==> src/rtl/core/drt_pkg.sv <==
package drt_pkg;

    localparam int MAX_RECTS_DEF = 16;

    localparam logic [2:0] REG_WIDTH  = 3'd0;
    localparam logic [2:0] REG_HEIGHT = 3'd1;
    localparam logic [2:0] REG_THRESH = 3'd2;
    localparam logic [2:0] REG_MERGE  = 3'd3;
    localparam logic [2:0] REG_DBUF   = 3'd4;

    localparam logic [1:0] ACT_RECT    = 2'd0;
    localparam logic [1:0] ACT_FULL    = 2'd1;
    localparam logic [1:0] ACT_PRESENT = 2'd2;

    typedef struct packed {
        logic [1:0]         action;
        logic signed [15:0] rect_x;
        logic signed [15:0] rect_y;
        logic signed [15:0] rect_w;
        logic signed [15:0] rect_h;
        logic               force_full;
    } t_in_word;

    typedef struct packed {
        logic [12:0] out_x;
        logic [12:0] out_y;
        logic [13:0] out_w;
        logic [13:0] out_h;
        logic        whole_frame;
        logic        last_of_run;
    } t_out_word;

    typedef struct packed {
        logic [13:0] width;
        logic [13:0] height;
        logic [4:0]  thresh;
        logic        merge;
        logic        dbuf;
    } t_cfg;

endpackage

==> src/rtl/core/dirty_rect_tracker_top.sv <==
// invalidate: collapses to the whole frame at dispatch, else is clipped
// and then dropped, stored in an empty table, or scanned to append or re-merge entries
// present: a whole-frame word or one word per stored entry; no words when dbuf is off
// one item at a time; start is taken only while busy is low, results cannot be stalled
// synchronous active-low reset clears count and config to defaults; table is not cleared
module dirty_rect_tracker_top #(
    parameter int MAX_RECTS = drt_pkg::MAX_RECTS_DEF
) (
    input  logic               i_clk,
    input  logic               i_rst_n,
    input  logic               start,
    input  drt_pkg::t_in_word  i_cmd,
    output logic               busy,
    output logic               o_valid,
    output drt_pkg::t_out_word o_result,
    input  logic               psel,
    input  logic               penable,
    input  logic               pwrite,
    input  logic [4:0]         paddr,
    input  logic [31:0]        pwdata,
    output logic [31:0]        prdata,
    output logic               pready
);
    import drt_pkg::*;

    t_cfg        r_cfg;
    logic [13:0] dim;
    logic [2:0]  idx;

    assign idx    = paddr[4:2];
    assign pready = 1'b1;
    assign dim    = (pwdata[13:0] == 14'd0) ? 14'd1
                  : (pwdata[13:0] > 14'd8192) ? 14'd8192 : pwdata[13:0];

    always_ff @(posedge i_clk) begin
        if (!i_rst_n) begin
            r_cfg <= '{width: 14'd640, height: 14'd480, thresh: 5'd16, merge: 1'b1,
                       dbuf: 1'b1};
        end else if (psel && penable && pwrite) begin
            unique case (idx)
                REG_WIDTH:  r_cfg.width  <= dim;
                REG_HEIGHT: r_cfg.height <= dim;
                REG_THRESH: r_cfg.thresh <= pwdata[4:0];
                REG_MERGE:  r_cfg.merge  <= pwdata[0];
                REG_DBUF:   r_cfg.dbuf   <= pwdata[0];
                default: begin
                end
            endcase
        end
    end

    always_comb begin
        unique case (idx)
            REG_WIDTH:  prdata = {18'd0, r_cfg.width};
            REG_HEIGHT: prdata = {18'd0, r_cfg.height};
            REG_THRESH: prdata = {27'd0, r_cfg.thresh};
            REG_MERGE:  prdata = {31'd0, r_cfg.merge};
            REG_DBUF:   prdata = {31'd0, r_cfg.dbuf};
            default:    prdata = 32'd0;
        endcase
    end

    drt_engine #(.MAX_RECTS(MAX_RECTS)) u_engine (
        .i_clk    (i_clk),
        .i_rst_n  (i_rst_n),
        .i_cfg    (r_cfg),
        .i_start  (start),
        .i_cmd    (i_cmd),
        .o_busy   (busy),
        .o_valid  (o_valid),
        .o_result (o_result)
    );

endmodule

==> src/rtl/core/drt_engine.sv <==
module drt_engine #(
    parameter int MAX_RECTS = drt_pkg::MAX_RECTS_DEF
) (
    input  logic               i_clk,
    input  logic               i_rst_n,
    input  drt_pkg::t_cfg      i_cfg,
    input  logic               i_start,
    input  drt_pkg::t_in_word  i_cmd,
    output logic               o_busy,
    output logic               o_valid,
    output drt_pkg::t_out_word o_result
);
    import drt_pkg::*;

    localparam int IW = (MAX_RECTS > 1) ? $clog2(MAX_RECTS) : 1;
    localparam int CW = $clog2(MAX_RECTS + 1);
    localparam int KW = ((CW > 5) ? CW : 5) + 1;
    localparam logic [CW-1:0] MAX_CNT = CW'(MAX_RECTS);

    typedef struct packed {
        logic [12:0] x;
        logic [12:0] y;
        logic [13:0] w;
        logic [13:0] h;
    } t_rect;

    typedef enum logic [3:0] {
        ST_IDLE, ST_DISPATCH, ST_CLIP2, ST_SCAN_RD, ST_SCAN_CHK, ST_PASS_RD,
        ST_PASS_CHK, ST_MOVE_RD, ST_MOVE_WR, ST_FINAL_WR, ST_PRES_RD, ST_PRES_OUT
    } t_state;

    function automatic logic touches(t_rect a, t_rect b);
        logic [14:0] ax1, bx1, ay1, by1;
        ax1 = {2'b0, a.x} + {1'b0, a.w};
        bx1 = {2'b0, b.x} + {1'b0, b.w};
        ay1 = {2'b0, a.y} + {1'b0, a.h};
        by1 = {2'b0, b.y} + {1'b0, b.h};
        return !(ax1 < {2'b0, b.x} || bx1 < {2'b0, a.x} ||
                 ay1 < {2'b0, b.y} || by1 < {2'b0, a.y});
    endfunction

    function automatic t_rect grow(t_rect d, t_rect s);
        logic [14:0] dx1, sx1, dy1, sy1, x1, y1;
        logic [12:0] x0, y0;
        t_rect r;
        dx1 = {2'b0, d.x} + {1'b0, d.w};
        sx1 = {2'b0, s.x} + {1'b0, s.w};
        dy1 = {2'b0, d.y} + {1'b0, d.h};
        sy1 = {2'b0, s.y} + {1'b0, s.h};
        x0 = (d.x < s.x) ? d.x : s.x;
        y0 = (d.y < s.y) ? d.y : s.y;
        x1 = (dx1 > sx1) ? dx1 : sx1;
        y1 = (dy1 > sy1) ? dy1 : sy1;
        r.x = x0;
        r.y = y0;
        r.w = 14'(x1 - {2'b0, x0});
        r.h = 14'(y1 - {2'b0, y0});
        return r;
    endfunction

    t_rect r_mem [MAX_RECTS];
    t_rect r_rd;

    t_state          r_state;
    t_in_word        r_cmd;
    logic [CW-1:0]   r_cnt, r_i, r_j;
    t_rect           r_g, r_c;
    logic [15:0]     r_lx, r_ly;
    logic signed [17:0] r_lw, r_lh;
    logic            r_valid;
    t_out_word       r_out;

    logic            we;
    logic [IW-1:0]   wa, ra;
    t_rect           wd;
    t_rect           full_rect, c_clip;
    logic            c_empty;
    logic signed [18:0] ex, ey, rw, rh;
    logic [CW-1:0]   last;
    logic            scan_end, app_full;

    always_comb begin
        full_rect = '{x: 13'd0, y: 13'd0, w: i_cfg.width, h: i_cfg.height};
        ex = 19'(signed'({1'b0, r_lx})) + 19'(r_lw);
        ey = 19'(signed'({1'b0, r_ly})) + 19'(r_lh);
        rw = (ex > signed'({5'b0, i_cfg.width}))
           ? signed'({5'b0, i_cfg.width}) - 19'(signed'({1'b0, r_lx})) : 19'(r_lw);
        rh = (ey > signed'({5'b0, i_cfg.height}))
           ? signed'({5'b0, i_cfg.height}) - 19'(signed'({1'b0, r_ly})) : 19'(r_lh);
        c_empty = (rw <= 19'sd0) || (rh <= 19'sd0);
        c_clip = '{x: r_lx[12:0], y: r_ly[12:0], w: rw[13:0], h: rh[13:0]};
        last = r_cnt - CW'(1);
        scan_end = (r_i >= r_cnt);
        app_full = (KW'(r_cnt) + KW'(1) > KW'(i_cfg.thresh)) || (r_cnt >= MAX_CNT);
    end

    always_comb begin
        we = 1'b0;
        wa = '0;
        wd = full_rect;
        unique case (r_state)
            ST_DISPATCH: begin
                if ((r_cmd.action == ACT_RECT && !i_cfg.merge) || r_cmd.action == ACT_FULL) begin
                    we = 1'b1;
                end
            end
            ST_CLIP2: begin
                if (!c_empty && r_cnt == '0) begin
                    we = 1'b1;
                    wd = c_clip;
                end
            end
            ST_SCAN_RD: begin
                if (scan_end) begin
                    we = 1'b1;
                    if (!app_full) begin
                        wa = r_cnt[IW-1:0];
                        wd = r_c;
                    end
                end
            end
            ST_MOVE_WR: begin
                we = 1'b1;
                wa = r_j[IW-1:0];
                wd = r_rd;
            end
            ST_FINAL_WR: begin
                we = 1'b1;
                wa = r_i[IW-1:0];
                wd = r_g;
            end
            default: begin
            end
        endcase
    end

    always_comb begin
        unique case (r_state)
            ST_PASS_RD: ra = r_j[IW-1:0];
            ST_MOVE_RD: ra = last[IW-1:0];
            default:    ra = r_i[IW-1:0];
        endcase
    end

    always_ff @(posedge i_clk) begin
        if (we) begin
            r_mem[wa] <= wd;
        end
        r_rd <= r_mem[ra];
    end

    always_ff @(posedge i_clk) begin
        if (!i_rst_n) begin
            r_state <= ST_IDLE;
            r_cnt   <= '0;
            r_i     <= '0;
            r_j     <= '0;
            r_valid <= 1'b0;
        end else begin
            r_valid <= 1'b0;
            unique case (r_state)
                ST_IDLE: begin
                    if (i_start) begin
                        r_cmd   <= i_cmd;
                        r_state <= ST_DISPATCH;
                    end
                end
                ST_DISPATCH: begin
                    r_state <= ST_IDLE;
                    unique case (r_cmd.action)
                        ACT_RECT: begin
                            if (!i_cfg.merge) begin
                                r_cnt <= CW'(1);
                            end else begin
                                r_lx <= r_cmd.rect_x[15] ? 16'd0 : r_cmd.rect_x;
                                r_ly <= r_cmd.rect_y[15] ? 16'd0 : r_cmd.rect_y;
                                r_lw <= r_cmd.rect_x[15] ? 18'(r_cmd.rect_w) + 18'(r_cmd.rect_x)
                                                         : 18'(r_cmd.rect_w);
                                r_lh <= r_cmd.rect_y[15] ? 18'(r_cmd.rect_h) + 18'(r_cmd.rect_y)
                                                         : 18'(r_cmd.rect_h);
                                r_state <= ST_CLIP2;
                            end
                        end
                        ACT_FULL: r_cnt <= CW'(1);
                        ACT_PRESENT: begin
                            if (!i_cfg.dbuf) begin
                                r_cnt <= '0;
                            end else if (r_cmd.force_full || r_cnt == '0) begin
                                r_cnt   <= '0;
                                r_valid <= 1'b1;
                                r_out   <= '{out_x: 13'd0, out_y: 13'd0, out_w: i_cfg.width,
                                             out_h: i_cfg.height, whole_frame: 1'b1,
                                             last_of_run: 1'b1};
                            end else begin
                                r_i     <= '0;
                                r_state <= ST_PRES_RD;
                            end
                        end
                        default: begin
                        end
                    endcase
                end
                ST_CLIP2: begin
                    r_state <= ST_IDLE;
                    if (!c_empty) begin
                        if (r_cnt == '0) begin
                            r_cnt <= CW'(1);
                        end else begin
                            r_c     <= c_clip;
                            r_i     <= '0;
                            r_state <= ST_SCAN_RD;
                        end
                    end
                end
                ST_SCAN_RD: begin
                    if (scan_end) begin
                        r_cnt   <= app_full ? CW'(1) : r_cnt + CW'(1);
                        r_state <= ST_IDLE;
                    end else begin
                        r_state <= ST_SCAN_CHK;
                    end
                end
                ST_SCAN_CHK: begin
                    if (touches(r_rd, r_c)) begin
                        r_g     <= grow(r_rd, r_c);
                        r_j     <= '0;
                        r_state <= ST_PASS_RD;
                    end else begin
                        r_i     <= r_i + CW'(1);
                        r_state <= ST_SCAN_RD;
                    end
                end
                ST_PASS_RD: begin
                    r_state <= (r_j >= r_cnt) ? ST_FINAL_WR : ST_PASS_CHK;
                end
                ST_PASS_CHK: begin
                    if (r_j != r_i && touches(r_g, r_rd)) begin
                        r_g <= grow(r_g, r_rd);
                        if (last == r_i) begin
                            r_i     <= r_j;
                            r_cnt   <= last;
                            r_state <= ST_PASS_RD;
                        end else begin
                            r_state <= ST_MOVE_RD;
                        end
                    end else begin
                        r_j     <= r_j + CW'(1);
                        r_state <= ST_PASS_RD;
                    end
                end
                ST_MOVE_RD: r_state <= ST_MOVE_WR;
                ST_MOVE_WR: begin
                    r_cnt   <= last;
                    r_state <= ST_PASS_RD;
                end
                ST_FINAL_WR: r_state <= ST_IDLE;
                ST_PRES_RD: r_state <= ST_PRES_OUT;
                ST_PRES_OUT: begin
                    r_valid <= 1'b1;
                    r_out   <= '{out_x: r_rd.x, out_y: r_rd.y, out_w: r_rd.w, out_h: r_rd.h,
                                 whole_frame: 1'b0, last_of_run: (r_i + CW'(1) == r_cnt)};
                    if (r_i + CW'(1) == r_cnt) begin
                        r_cnt   <= '0;
                        r_state <= ST_IDLE;
                    end else begin
                        r_i     <= r_i + CW'(1);
                        r_state <= ST_PRES_RD;
                    end
                end
                default: r_state <= ST_IDLE;
            endcase
        end
    end

    assign o_busy   = (r_state != ST_IDLE);
    assign o_valid  = r_valid;
    assign o_result = r_out;

    a_cnt_bound: assert property (@(posedge i_clk) disable iff (!i_rst_n)
        r_cnt <= MAX_CNT) else $error("rect count above table size");
    a_valid_src: assert property (@(posedge i_clk) disable iff (!i_rst_n)
        r_valid |-> $past(r_state == ST_PRES_OUT || r_state == ST_DISPATCH))
        else $error("result strobe outside present");
    a_last_clears: assert property (@(posedge i_clk) disable iff (!i_rst_n)
        (r_valid && r_out.last_of_run) |-> r_cnt == '0) else $error("present left entries");
    a_grown_in_table: assert property (@(posedge i_clk) disable iff (!i_rst_n)
        (r_state == ST_PASS_CHK || r_state == ST_FINAL_WR) |-> r_i < r_cnt)
        else $error("grown entry beyond count");

endmodule

==> config.mk <==
export PLATFORM = sky130hd
export DESIGN_NAME = dirty_rect_tracker_top
export DESIGN_NICKNAME = d
export VERILOG_FILES = /design/src/rtl/core/drt_pkg.sv /design/src/rtl/core/dirty_rect_tracker_top.sv /design/src/rtl/core/drt_engine.sv
export SDC_FILE = /design/constraint.sdc
export NUM_CORES = 2
export LEC_CHECK = 0
export BUFFER_PORTS_ARGS = -buffer_cell sky130_fd_sc_hd__buf_4
export CORE_ASPECT_RATIO = 1.5
export CORE_MARGIN = 3
export CORE_UTILIZATION = 55
export DETAILED_ROUTE_END_ITERATION = 12
export PLACE_DENSITY = 0.72
export SLEW_MARGIN = 30
export SYNTH_ARGS = -nofsm -noshare
export SYNTH_HDL_FRONTEND = slang
export SYNTH_SLANG_ARGS = --single-unit
==> constraint.sdc <==
create_clock -name i_clk -period 10.4 [get_ports i_clk]
set_input_delay 2.08 -clock i_clk [delete_from_list [all_inputs] [get_ports i_clk]]
set_output_delay 2.08 -clock i_clk [all_outputs]
set_load 0.02 [all_outputs]
==> results.cfg <==
[job]
maxCapViolations = 0

[worst_hold_path]
min_to = u_engine.r_cnt[4]
hold_class = reg -> reg
hold_start = u_engine.r_cnt[4]
min_path_cells = 2

[global_route]
grt_pass1_wl_microns = 288000
antenna_found_initial = 5
grt-ovfl-total = 0
grt_util_all_layers = 0.309
grt_pass1_vias = 44300
grt_max_degree = 110

[placement]
port_buffers = 161
preCtsSetupSlack_ns = 2.99
place_area_sq_um = 70700
dp_hpwl_microns = 136000
gp_congestion = 0.972

[timing]
worst_slack_ns = 2.83
slew_headroom = 0.324
finalSetupViolCount = 0
post-route-min-period_ns = 7.57
fin_setup_tns_ns = 0
hold_viol = 0
rsz0062_at_grt = false
tightest_slew_ns = 1.01
maxSlewViolCount = 0
finalCritPeriodShare = 0.728
clock_skew_ns = 0.0567
fmaxAchievable_mhz = 132

[synth]
synth_area_per_cell_sq_um = 13.0
mappedNetlistArea_sq_um = 67100
synth_cell_types = 84
ys.flop_type = edfxtp_1
seq_area_frac_synth = 0.551
async_flop_share = 0
synth_edf_count = 1159
synth.area.top_cells = edfxtp_1 52%, ha_1 8.8%, mux4_2 7.2%
yosys_warnings = 0
syn_inst = 5177
yosys.area.top_type = edfxtp_1
synth.top_cell.area_share = 0.519
ys_ff_latch = 1268

[worst_setup_path]
r2r_slack_ns = 2.83
reg2regPathDepth = 31
critPathKind = reg -> reg
required_ns = 10.86
critPathCaptureType = register
crit_path_max_fanout = 26
crit_slowest_cell = fa_1
r2r_end = u_engine.r_g[12]
worst-endpoint-arrival_ns = 8.03
cp_common_cell = a21oi_1
slowest_delay_ns = 0.51
start_kind = register
r2r-start = u_engine.r_c[28]

[routing]
drt-total-wl_microns = 197000
drt-initial-drc-count = 4590
vias = 45200
wire_per_inst_microns = 28.0
drc = 0
dr.pass1.iters = 7
routed_via_density = 6.42
ant_nets = 0

[power_and_ir_drop]
power.density_nw_per_um2 = 147
ir_worst_vdd_uv = 149
leakage_nw = 29.4

[cells_and_area]
drive_above_1_share = 0.154
area_delta_synth_final_pct = 11.6
nNetsFinal = 5963
final_cell_area_sq_um = 74900
nFillCells = 9139

[floorplan]
dieHeight_microns = 434
dieArea_sq_um = 126000
start_util = 0.555
die_w_microns = 291
core_area_sq_um = 121000
ios = 201
fp-row-count = 156

[cts]
clkTransAtPathRegs_ns = 0.07
cts_buffers = 114
cts.sinks = 1268
cts_tree = done
cts_setup_buffers = 0
cts_hold_buf = 0
cts_buffer_depth = 3
cts_resized = 0
cts_max_level = 3
cts_root_buf = clkbuf_16
worstSkewPairLatency_ns = 0.76

[run_status]
status = completed
## sequential cells by signal (all words and copies together) (netlist names)
| name | cells |
|---|---|
| u_engine.o_valid | 1 |
| u_engine.r_mem | 864 |
| u_engine.r_j | 5 |
| u_engine.r_ly | 15 |
| u_engine.r_g | 54 |
| u_engine.o_result | 56 |
| u_engine.r_cmd | 67 |
| u_engine.r_c | 54 |
| u_engine.r_state | 4 |
| u_engine.r_cnt | 5 |
| r_cfg | 35 |
| u_engine.r_i | 5 |
| u_engine.r_lh | 17 |
| u_engine.r_lw | 17 |
| u_engine.r_lx | 15 |
| u_engine.r_rd | 54 |
## synth_stat cells (all sizes together), types with 28 or more instances
cell,n
mux4,216
nand2,440
inv,273
dfxtp,109
clkbuf,138
a21o,104
nand4,30
nand3,51
mux2,63
o21bai,36
a211oi,121
ha,471
edfxtp,1159
a21boi,34
and2,70
o22ai,36
xor2,59
a221oi,30
xnor2,136
a222oi,30
o21ai,241
mux2i,141
a31oi,78
nor3,83
o21a,46
nand2b,51
a21oi,244
nor2,257
nor2b,91
nor4,28
buf,70
## per-layer routing
metal / share of wire / vias up / track usage
met3: 0.089 / 466 / 0.0490
met2: 0.48 / 2194 / 0.504
met1: 0.38 / 22400 / 0.403
li1: - / 20200 / -
met5: 0.000056 / - / 0
met4: 0.056 / 2 / 0.156
## critical path: cells and delay by family, from the launching register on
kind            cells  cell delay (ns)
compound gates     15             3.30
fa+ha+maj           5             1.73
simple gates        6             1.04
flops               1             0.49
buf+inv             3             0.46
xor+xnor            1             0.18
mux                 1             0.09
## power by group
part	leakage, nW	switching, mW	internal (mW)
Clock	1.91	1.94	2.47
Combinational	15.0	0.560	0.420
Sequential	12.5	0.0426	5.56
## worst max-delay path by stage
stage	from	to	slack, ns	depth (start not counted)
after detailed placement	u_engine.r_c[41]	u_engine.r_g[26]	2.99	30
final	u_engine.r_c[28]	u_engine.r_g[12]	2.83	31
after floorplan	u_engine.r_lx[0]	u_engine.r_mem[0][0]	1.77	20
after CTS	u_engine.r_c[41]	u_engine.r_g[26]	2.95	30
after global routing	u_engine.r_rd[10]	u_engine.r_g[12]	2.34	30
after global placement	u_engine.r_c[41]	u_engine.r_g[26]	2.99	30
## logic make-up (layout without fill, tap and decap cells)
logic type | after synthesis | after routing | synth area share
other | 2 | 21 | 0.000112
AO/OA/AOI/OAI | 1131 | 1131 | 0.112
multiplexers | 420 | 420 | 0.104
buffers and inverters | 483 | 756 | 0.0288
adder cells (fa/ha/maj) | 487 | 487 | 0.0926
AND/OR/NAND/NOR | 1191 | 1191 | 0.0857
XOR/XNOR | 195 | 195 | 0.0255
flip-flops | 1268 | 1268 | 0.551
## layout by cell type, fill, tap and decap left out, drive strengths merged, types with 51 or more instances in the layout
cell,n
a31oi,78
inv,278
mux2,63
ha,471
o21ai,241
nor2,257
dfxtp,109
a21o,104
xor2,59
nand3,51
nor2b,91
nor3,83
clkbuf,160
buf,264
and2,70
mux4,216
edfxtp,1159
nand2,440
nand2b,51
xnor2,136
mux2i,141
a211oi,121
a21oi,244
## layout make-up
type	count	area [sq um]	area share
multi-input cells	3443	28700	0.383
well taps	1580	1980	0.0264
inverters	275	1030	0.0138
diodes	2	5.00	0.0000669
clock buffers	160	3290	0.0440
clock inverters	57	657	0.00877
flip-flops and latches	1268	37000	0.494
repair buffers	264	2210	0.0295
## through the flow
stage,util,hold WS [ns],instances,power [mW]
after global routing,0.620,0.544,7047,11.3
final,0.620,0.524,7049,11.0
after CTS,0.618,0.530,7042,11.0
after global placement,0.583,0.499,6816,6.65
after floorplan,-,0.463,5194,6.40
after detailed placement,0.585,0.522,6825,6.67
No activity file was read; power rests on OpenSTA's default activity.
